`config.mk`:
```
export PLATFORM = sky130hd
export DESIGN_NAME = integer_to_ascii_radix
export DESIGN_NICKNAME = d
export VERILOG_FILES = /design/src/rtl/i2a_pkg.sv /design/src/rtl/integer_to_ascii_radix.sv /design/src/rtl/i2a_front.sv /design/src/rtl/i2a_queue.sv /design/src/rtl/i2a_back.sv
export SDC_FILE = /design/constraint.sdc
export NUM_CORES = 1
export LEC_CHECK = 0
export ABC_AREA = 1
export BUFFER_PORTS_ARGS = -buffer_cell sky130_fd_sc_hd__buf_2
export CAP_MARGIN = 20
export CORE_MARGIN = 2
export CORE_UTILIZATION = 60
export CTS_BUF_LIST = sky130_fd_sc_hd__clkbuf_16
export DETAILED_ROUTE_END_ITERATION = 10
export PLACE_DENSITY = 0.77
export SKIP_LAST_GASP = 1
export SYNTH_ARGS = -nofsm -noshare
export SYNTH_HDL_FRONTEND = slang
export SYNTH_HIERARCHICAL = 1
export SYNTH_SLANG_ARGS = --single-unit
```
`constraint.sdc`:
```
create_clock -name clk_i -period 15.8 [get_ports clk_i]
set_input_delay 3.16 -clock clk_i [delete_from_list [all_inputs] [get_ports clk_i]]
set_output_delay 3.16 -clock clk_i [all_outputs]
set_load 0.01 [all_outputs]
```
`src/rtl/i2a_pkg.sv`:
```
// ----------------------------------------------------------------------------
// i2a_pkg: shared types and constants for integer_to_ascii_radix
// Radix limits, default widths, back-end state encoding and digit-to-ASCII
// mapping.
// ----------------------------------------------------------------------------
`default_nettype none

package i2a_pkg;

  // default width of the converted integer
  localparam int VALUE_WIDTH_DEF = 32;
  // depth of the word queue between front and back
  localparam int QUEUE_DEPTH_DEF = 2;
  // quotient bits resolved per divider cycle
  localparam int DIV_STEP        = 8;

  // radix register
  localparam int             BASE_W     = 6;
  localparam logic [BASE_W-1:0] BASE_MIN   = 6'd2;
  localparam logic [BASE_W-1:0] BASE_MAX   = 6'd36;
  localparam logic [BASE_W-1:0] BASE_RESET = 6'd10;

  // character codes
  localparam logic [7:0] CHAR_MINUS  = 8'h2d;
  localparam logic [7:0] CHAR_ZERO   = 8'h30;
  localparam logic [7:0] CHAR_LOWER_A = 8'h61;
  localparam logic [5:0] DIGIT_MAX   = 6'd35;
  localparam logic [5:0] DIGIT_TEN   = 6'd10;

  // back-end sequencer states
  typedef enum logic [1:0] {
    BK_IDLE,
    BK_DIV,
    BK_FETCH,
    BK_OUT
  } bk_state_e;

  // digit value to '0'-'9' or 'a'-'z', values above 35 clamp to 'z'
  function automatic logic [7:0] digit_to_ascii(input logic [5:0] digit);
    logic [5:0] d;
    logic [7:0] c;
    d = (digit > DIGIT_MAX) ? DIGIT_MAX : digit;
    if (d < DIGIT_TEN) begin
      c = CHAR_ZERO + {2'b00, d};
    end else begin
      c = CHAR_LOWER_A + {2'b00, d - DIGIT_TEN};
    end
    return c;
  endfunction

endpackage

`default_nettype wire

```
`src/rtl/integer_to_ascii_radix.sv`:
```
// ----------------------------------------------------------------------------
// integer_to_ascii_radix: signed integer to ASCII text in a chosen radix
//
//   channel   direction  ports                            handshake
//   input     in         start, busy, value_i             start && !busy
//   result    out        char_valid_o, character_o,       one-cycle strobe
//                        last_char_o
//   radix     in         number_base_we_i, number_base_i  write enable
//
// Each digit is one division by the radix: the shared restoring divider
// resolves 8 quotient bits per cycle. Characters stream out one per cycle
// after the last division.
// The input stage and a two-word queue take new numbers while the engine
// works; busy is high the cycle after each accepted word and stays high
// while the queue is full. Results cannot be held off.
// Reset clears control state and sets the radix to ten; no clearing pass.
// ----------------------------------------------------------------------------
`default_nettype none

module integer_to_ascii_radix #(
  parameter int VALUE_WIDTH = i2a_pkg::VALUE_WIDTH_DEF,
  parameter int QUEUE_DEPTH = i2a_pkg::QUEUE_DEPTH_DEF
) (
  input  wire logic                       clk_i,
  input  wire logic                       rst_ni,
  input  wire logic                       start,
  output logic                            busy,
  input  wire logic [VALUE_WIDTH-1:0]     value_i,
  input  wire logic                       number_base_we_i,
  input  wire logic [i2a_pkg::BASE_W-1:0] number_base_i,
  output logic                            char_valid_o,
  output logic [7:0]                      character_o,
  output logic                            last_char_o
);

  import i2a_pkg::*;

  logic [BASE_W-1:0]    number_base_q;
  logic [BASE_W-1:0]    base_eff;
  logic                 push;
  logic [VALUE_WIDTH:0] push_data;
  logic                 full;
  logic                 pop;
  logic                 q_valid;
  logic [VALUE_WIDTH:0] q_data;

  // radix register
  always_ff @(posedge clk_i or negedge rst_ni) begin
    if (!rst_ni) begin
      number_base_q <= BASE_RESET;
    end else if (number_base_we_i) begin
      number_base_q <= number_base_i;
    end
  end

  // saturate the radix into two to thirty-six
  always_comb begin
    if (number_base_q < BASE_MIN) begin
      base_eff = BASE_MIN;
    end else if (number_base_q > BASE_MAX) begin
      base_eff = BASE_MAX;
    end else begin
      base_eff = number_base_q;
    end
  end

  i2a_front #(
    .VALUE_WIDTH (VALUE_WIDTH)
  ) u_front (
    .clk_i       (clk_i),
    .rst_ni      (rst_ni),
    .start       (start),
    .busy        (busy),
    .value_i     (value_i),
    .push_o      (push),
    .push_data_o (push_data),
    .full_i      (full)
  );

  i2a_queue #(
    .WIDTH (VALUE_WIDTH + 1),
    .DEPTH (QUEUE_DEPTH)
  ) u_queue (
    .clk_i       (clk_i),
    .rst_ni      (rst_ni),
    .push_i      (push),
    .push_data_i (push_data),
    .full_o      (full),
    .pop_i       (pop),
    .valid_o     (q_valid),
    .pop_data_o  (q_data)
  );

  i2a_back #(
    .VALUE_WIDTH (VALUE_WIDTH)
  ) u_back (
    .clk_i        (clk_i),
    .rst_ni       (rst_ni),
    .base_i       (base_eff),
    .q_valid_i    (q_valid),
    .q_data_i     (q_data),
    .q_pop_o      (pop),
    .char_valid_o (char_valid_o),
    .character_o  (character_o),
    .last_char_o  (last_char_o)
  );

endmodule

`default_nettype wire

```
`src/rtl/i2a_front.sv`:
```
// ----------------------------------------------------------------------------
// i2a_front: input stage
// Takes one integer per start, splits it into sign and magnitude and hands
// the word to the queue.
// ----------------------------------------------------------------------------
`default_nettype none

module i2a_front #(
  parameter int VALUE_WIDTH = 32
) (
  input  wire logic                   clk_i,
  input  wire logic                   rst_ni,
  input  wire logic                   start,
  output logic                        busy,
  input  wire logic [VALUE_WIDTH-1:0] value_i,
  output logic                        push_o,
  output logic [VALUE_WIDTH:0]        push_data_o,
  input  wire logic                   full_i
);

  logic                   valid_q, valid_d;
  logic                   neg_q, neg_d;
  logic [VALUE_WIDTH-1:0] mag_q, mag_d;
  logic                   accept;

  // holding register is busy until its word moves into the queue
  assign busy   = valid_q;
  assign accept = start && !valid_q;
  assign push_o = valid_q && !full_i;
  assign push_data_o = {neg_q, mag_q};

  // sign and magnitude; the most negative value maps onto itself unsigned
  always_comb begin
    valid_d = valid_q;
    neg_d   = neg_q;
    mag_d   = mag_q;
    if (push_o) begin
      valid_d = 1'b0;
    end
    if (accept) begin
      valid_d = 1'b1;
      neg_d   = value_i[VALUE_WIDTH-1];
      mag_d   = value_i[VALUE_WIDTH-1] ? (~value_i + 1'b1) : value_i;
    end
  end

  always_ff @(posedge clk_i or negedge rst_ni) begin
    if (!rst_ni) begin
      valid_q <= 1'b0;
    end else begin
      valid_q <= valid_d;
    end
  end

  always_ff @(posedge clk_i) begin
    neg_q <= neg_d;
    mag_q <= mag_d;
  end

endmodule

`default_nettype wire

```
`src/rtl/i2a_queue.sv`:
```
// ----------------------------------------------------------------------------
// i2a_queue: small word queue
// First-in first-out buffer that decouples the input stage from the
// conversion engine.
// ----------------------------------------------------------------------------
`default_nettype none

module i2a_queue #(
  parameter int WIDTH = 33,
  parameter int DEPTH = 2
) (
  input  wire logic             clk_i,
  input  wire logic             rst_ni,
  input  wire logic             push_i,
  input  wire logic [WIDTH-1:0] push_data_i,
  output logic                  full_o,
  input  wire logic             pop_i,
  output logic                  valid_o,
  output logic [WIDTH-1:0]      pop_data_o
);

  localparam int PW = (DEPTH > 1) ? $clog2(DEPTH) : 1;
  localparam int CW = $clog2(DEPTH + 1);

  logic [WIDTH-1:0] entry_q [DEPTH];
  logic [PW-1:0]    wr_ptr_q, wr_ptr_d;
  logic [PW-1:0]    rd_ptr_q, rd_ptr_d;
  logic [CW-1:0]    count_q, count_d;

  assign full_o     = (count_q == CW'(DEPTH));
  assign valid_o    = (count_q != '0);
  assign pop_data_o = entry_q[rd_ptr_q];

  // pointer and fill count update
  always_comb begin
    wr_ptr_d = wr_ptr_q;
    rd_ptr_d = rd_ptr_q;
    count_d  = count_q;
    if (push_i) begin
      wr_ptr_d = (wr_ptr_q == PW'(DEPTH - 1)) ? '0 : wr_ptr_q + 1'b1;
    end
    if (pop_i) begin
      rd_ptr_d = (rd_ptr_q == PW'(DEPTH - 1)) ? '0 : rd_ptr_q + 1'b1;
    end
    case ({push_i, pop_i})
      2'b10:   count_d = count_q + 1'b1;
      2'b01:   count_d = count_q - 1'b1;
      default: count_d = count_q;
    endcase
  end

  always_ff @(posedge clk_i or negedge rst_ni) begin
    if (!rst_ni) begin
      wr_ptr_q <= '0;
      rd_ptr_q <= '0;
      count_q  <= '0;
    end else begin
      wr_ptr_q <= wr_ptr_d;
      rd_ptr_q <= rd_ptr_d;
      count_q  <= count_d;
    end
  end

  // storage
  always_ff @(posedge clk_i) begin
    if (push_i) begin
      entry_q[wr_ptr_q] <= push_data_i;
    end
  end

endmodule

`default_nettype wire

```
`src/rtl/i2a_back.sv`:
```
// ----------------------------------------------------------------------------
// i2a_back: conversion engine
// Repeated division by the radix, several quotient bits a cycle, digits
// kept in a small store, then read out most significant first.
// ----------------------------------------------------------------------------
`default_nettype none

module i2a_back #(
  parameter int VALUE_WIDTH = 32
) (
  input  wire logic                         clk_i,
  input  wire logic                         rst_ni,
  input  wire logic [i2a_pkg::BASE_W-1:0]   base_i,
  input  wire logic                         q_valid_i,
  input  wire logic [VALUE_WIDTH:0]         q_data_i,
  output logic                              q_pop_o,
  output logic                              char_valid_o,
  output logic [7:0]                        character_o,
  output logic                              last_char_o
);

  import i2a_pkg::*;

  localparam int NCHUNK = (VALUE_WIDTH + DIV_STEP - 1) / DIV_STEP;
  localparam int DW     = NCHUNK * DIV_STEP;
  localparam int KW     = (NCHUNK > 1) ? $clog2(NCHUNK) : 1;
  localparam int AW     = $clog2(VALUE_WIDTH);

  bk_state_e         state_q, state_d;
  logic [DW-1:0]     dvd_q;
  logic [BASE_W-1:0] rem_q;
  logic [KW-1:0]     chunk_q;
  logic [AW-1:0]     n_q;
  logic [AW-1:0]     ptr_q;
  logic              neg_q;

  logic [BASE_W-1:0] store_q [VALUE_WIDTH];
  logic [BASE_W-1:0] rd_data_q;
  logic [AW-1:0]     rd_addr;

  logic [DIV_STEP-1:0] chunk_bits;
  logic [DIV_STEP-1:0] qbits;
  logic [BASE_W-1:0]   rem_w;
  logic [BASE_W:0]     trial;
  logic [DW-1:0]       quot_next;
  logic                chunk_last;
  logic                quot_zero;

  // one chunk of restoring division, remainder stays below the radix
  always_comb begin
    chunk_bits = dvd_q[DW-1 -: DIV_STEP];
    rem_w      = rem_q;
    qbits      = '0;
    trial      = '0;
    for (int i = DIV_STEP - 1; i >= 0; i--) begin
      trial = {rem_w, chunk_bits[i]};
      if (trial >= {1'b0, base_i}) begin
        trial    = trial - {1'b0, base_i};
        qbits[i] = 1'b1;
      end
      rem_w = trial[BASE_W-1:0];
    end
    quot_next  = (dvd_q << DIV_STEP) | DW'(qbits);
    chunk_last = (chunk_q == KW'(NCHUNK - 1));
    quot_zero  = (quot_next == '0);
  end

  // sequencer: next state and character outputs
  always_comb begin
    state_d      = state_q;
    q_pop_o      = 1'b0;
    char_valid_o = 1'b0;
    character_o  = digit_to_ascii(rd_data_q);
    last_char_o  = 1'b0;
    rd_addr      = ptr_q;
    unique case (state_q)
      BK_IDLE: begin
        if (q_valid_i) begin
          q_pop_o = 1'b1;
          state_d = BK_DIV;
        end
      end
      BK_DIV: begin
        if (chunk_last && quot_zero) begin
          state_d = BK_FETCH;
        end
      end
      BK_FETCH: begin
        // sign goes out while the top digit is read
        char_valid_o = neg_q;
        character_o  = CHAR_MINUS;
        state_d      = BK_OUT;
      end
      BK_OUT: begin
        char_valid_o = 1'b1;
        last_char_o  = (ptr_q == '0);
        rd_addr      = ptr_q - 1'b1;
        if (ptr_q == '0) begin
          state_d = BK_IDLE;
        end
      end
      default: state_d = BK_IDLE;
    endcase
  end

  always_ff @(posedge clk_i or negedge rst_ni) begin
    if (!rst_ni) begin
      state_q <= BK_IDLE;
    end else begin
      state_q <= state_d;
    end
  end

  // division and readout counters
  always_ff @(posedge clk_i or negedge rst_ni) begin
    if (!rst_ni) begin
      rem_q   <= '0;
      chunk_q <= '0;
      n_q     <= '0;
      ptr_q   <= '0;
      neg_q   <= 1'b0;
    end else begin
      case (state_q)
        BK_IDLE: begin
          if (q_valid_i) begin
            neg_q   <= q_data_i[VALUE_WIDTH];
            rem_q   <= '0;
            chunk_q <= '0;
            n_q     <= '0;
          end
        end
        BK_DIV: begin
          if (chunk_last) begin
            rem_q   <= '0;
            chunk_q <= '0;
            if (quot_zero) begin
              ptr_q <= n_q;
            end else begin
              n_q <= n_q + 1'b1;
            end
          end else begin
            rem_q   <= rem_w;
            chunk_q <= chunk_q + 1'b1;
          end
        end
        BK_OUT: begin
          if (ptr_q != '0) begin
            ptr_q <= ptr_q - 1'b1;
          end
        end
        default: ;
      endcase
    end
  end

  // dividend shift register, ends each pass holding the quotient
  always_ff @(posedge clk_i) begin
    if (state_q == BK_IDLE) begin
      dvd_q <= DW'(q_data_i[VALUE_WIDTH-1:0]);
    end else if (state_q == BK_DIV) begin
      dvd_q <= quot_next;
    end
  end

  // digit store, least significant digit at index zero
  always_ff @(posedge clk_i) begin
    if (state_q == BK_DIV && chunk_last) begin
      store_q[n_q] <= rem_w;
    end
    rd_data_q <= store_q[rd_addr];
  end

  // a character only leaves in the sign or readout states
  a_strobe_state: assert property (@(posedge clk_i) disable iff (!rst_ni)
    char_valid_o |-> (state_q == BK_OUT) || (state_q == BK_FETCH && neg_q))
    else $error("character strobe outside readout");

  // the final flag marks the least significant digit only
  a_last_digit: assert property (@(posedge clk_i) disable iff (!rst_ni)
    (char_valid_o && last_char_o) |-> (state_q == BK_OUT && ptr_q == '0))
    else $error("last flag on a non-final digit");

  // after the final character the engine is free for the next word
  a_last_idle: assert property (@(posedge clk_i) disable iff (!rst_ni)
    (char_valid_o && last_char_o) |=> (state_q == BK_IDLE))
    else $error("engine not idle after final character");

  // partial remainder never reaches the radix
  a_rem_range: assert property (@(posedge clk_i) disable iff (!rst_ni)
    (state_q == BK_DIV) |-> (rem_q < base_i))
    else $error("partial remainder out of range");

  // a word is taken from the queue only when the engine is idle
  a_pop_idle: assert property (@(posedge clk_i) disable iff (!rst_ni)
    q_pop_o |=> (state_q == BK_DIV && n_q == '0 && chunk_q == '0))
    else $error("queue pop outside idle");

endmodule

`default_nettype wire
```
==> results.ini <==
[outcome]
status = finished, final reports clean

[synthesis]
synth_area_mm2 = 0.0184
synth_cells = 1835
yosys_most_used_dff = edfxtp_1
ys_seq_area_share_pct = 57.6
synth_commonest_cells = nand2_1, edfxtp_1, nor2_1
ys_async_sr_fraction_pct = 8.86
synth.most_common_cell = nand2_1
synth_top_area_cell = edfxtp_1
synth_edf_count = 323
avgSynthCellArea_um2 = 10.0
synth.distinct_cells = 53
syn_nets = 1950
yosys_warnings = 6
synth_top_area_share_pct = 52.6
ys_top_cells_by_area = edfxtp_1, nand2_1, nor2_1
ys_ff_latch = 361

[detailed_routing]
vias = 13645
wl_um = 43400
drcViolationCount = 0
met2_length_um = 19900
wire_per_inst_um = 18.6
ant_nets = 0
dr.pass1.iters = 8
vias_per_cell = 5.86
top_layer_used = met4
drtIter0Drc = 1543
wl_met3_um = 4120
wl_met1_um = 18500

[cts]
cts_root_buf = clkbuf_16
cts_sinks = 361
worstSkewPairLatency_ns = 0.55
path_clk_slew_ns = 0.06
cts_htree_levels = 2
cts_buffers = 37
cts_tree = done
cts_buffer_depth = 3

[critical_path]
cp.required_ns = 16.06
crit_type = reg -> reg
cp_max_fo = 16
end_kind = flop
cp_slowest_stage_delay_ns = 0.42
cp_common_cell = nand2_1
critical-path-slowest-cell = dfrtp_1
cp-start-kind = flop
cp.arrival_ns = 14.81

[global_route]
overflow = 0
grt.total_usage_pct = 26.2
grt_pass1_wl_um = 65500
grt_max_degree = 95
grt_pass1_vias = 12574
antenna_found_initial = 0

[sta]
min_period_ns = 14.55
hold_viol_final = 0
finalSetupViolations = 0
clock_skew_ns = 0.0425
clock.fmax_mhz = 68.7
timing.hold.ws_ns = 0.436
timing.final.crit_share_pct = 92.1
slew_violations = 0
maxSlewHeadroom_pct = 24.2
worst_pin_slew_ns = 1.13

[placed_design]
portBuffers = 52
place.gp.congestion = 0.900
hpwl_um = 27600

[final_layout]
area_delta_synth_final_pct = 11.5
layout-drive-gt1-share_pct = 12.4
n_antenna_cell = 0
final_util_pct = 67.5
nets = 2019
regArea_mm2 = 0.0106
fill_cells = 2240
multi_input_comb_area_mm2 = 0.00691

[flow_run]
cap_violations = 0

[floorplan]
dieHeight_um = 179
rows = 64
start_util_pct = 60.6
coreArea_mm2 = 0.0304
io_pins = 53
die_w_um = 179
die_area_mm2 = 0.0321

[min_path]
hold_path.class = reg -> reg

-- metal layers --
metal	vias up	track usage [%]
met5	-	0
met4	0	6.72
met3	87	4.41
met2	663	41.2
met1	6432	38.1
li1	6463	-
-- cell usage in the layout, fill, tap and decap left out, types with 21 or more instances in the layout --
cell type    n
nor2_1     221
nand2_1    396
o22ai_1     21
inv_1      173
clkbuf_16   38
xnor2_1     23
o21ai_0    163
o21ai_1     23
buf_4       36
nand3_1     51
o221ai_1    29
xor2_1      30
nand4_1     29
edfxtp_1   323
buf_2       52
a21oi_1     31
dfrtp_1     30
ha_1        63
-- final timing paths --
check / from / to / slack, ns / depth (start not counted)
max in group asynchronous: rst_ni / u_back/chunk_q[1] / 12.57 / 1
setup reg to reg: number_base_q[5] / u_back/store_q[5][5] / 1.25 / 91
min in group asynchronous: rst_ni / u_back/rem_q[0] / 2.70 / 1
hold reg to reg: u_front/neg_q / u_queue/entry_q[0][32] / 0.44 / 0
hold / removal: u_front/neg_q / u_queue/entry_q[0][32] / 0.44 / 0
setup / recovery: number_base_q[5] / u_back/store_q[5][5] / 1.25 / 91
-- repair_timing --
| action | CTS | global route |
|---|---|---|
| resized for setup | 0 | 32 |
| hold buffers | 0 | 0 |
| buffers inserted | 0 | 22 |
| endpoints found under the setup margin | 0 | 210 |
-- sequential cells by signal, indices dropped and copies added, names as in the netlist --
signal	flops
number_base_q	6
u_back/chunk_q	2
u_back/rem_q	6
u_queue/rd_ptr_q	1
u_front/neg_q	1
u_back/rd_data_q	6
u_back/state_q	2
u_queue/count_q	2
u_back/dvd_q	32
u_queue/wr_ptr_q	1
u_front/busy	1
u_back/neg_q	1
u_back/store_q	192
u_queue/entry_q	66
u_front/mag_q	32
u_back/ptr_q	5
u_back/n_q	5
-- cell families (layout without fill, tap and decap cells) --
group | count (synthesis) | after routing | synth area share (%)
AO/OA/AOI/OAI | 331 | 331 | 10.7
multiplexers | 3 | 3 | 0.244
flip-flops | 361 | 361 | 57.6
XOR/XNOR | 53 | 53 | 2.52
adder cells (fa/ha/maj) | 73 | 73 | 5.28
buffers and inverters | 244 | 342 | 5.40
AND/OR/NAND/NOR | 770 | 770 | 18.2
-- area by class of cell --
type                            count  share of cell area, %
Clock inverter                     30                   1.13
Timing Repair Buffer               90                   2.81
Timing Repair inverter              5                  0.183
Clock buffer                       38                   4.63
Sequential cell                   361                   51.7
Inverter                          179                   3.45
Tap cell                          396                   2.41
Multi-Input combinational cell   1230                   33.7
-- through the flow --
step	instances	area [um2]	setup slack (ns)	TNS, ns
after floorplan	1835	18400	2.51	0
after global placement	2233	19000	1.54	0
after detailed placement	2233	19000	0.768	0
after CTS	2301	20200	0.716	0
after global routing	2329	20500	-0.0905	-7.06
final	2329	20500	1.25	0
-- critical path, delay by kind of cell (launching register included) --
kind / cells / cell delay (ns)
compound gates: 30 / 4.98
simple gates: 36 / 4.11
fa+ha+maj: 8 / 2.58
buf+inv: 17 / 2.12
flops: 1 / 0.42
Power is not shown: default switching activity piles up to over one toggle a cycle in this logic, so the estimate is an artifact.
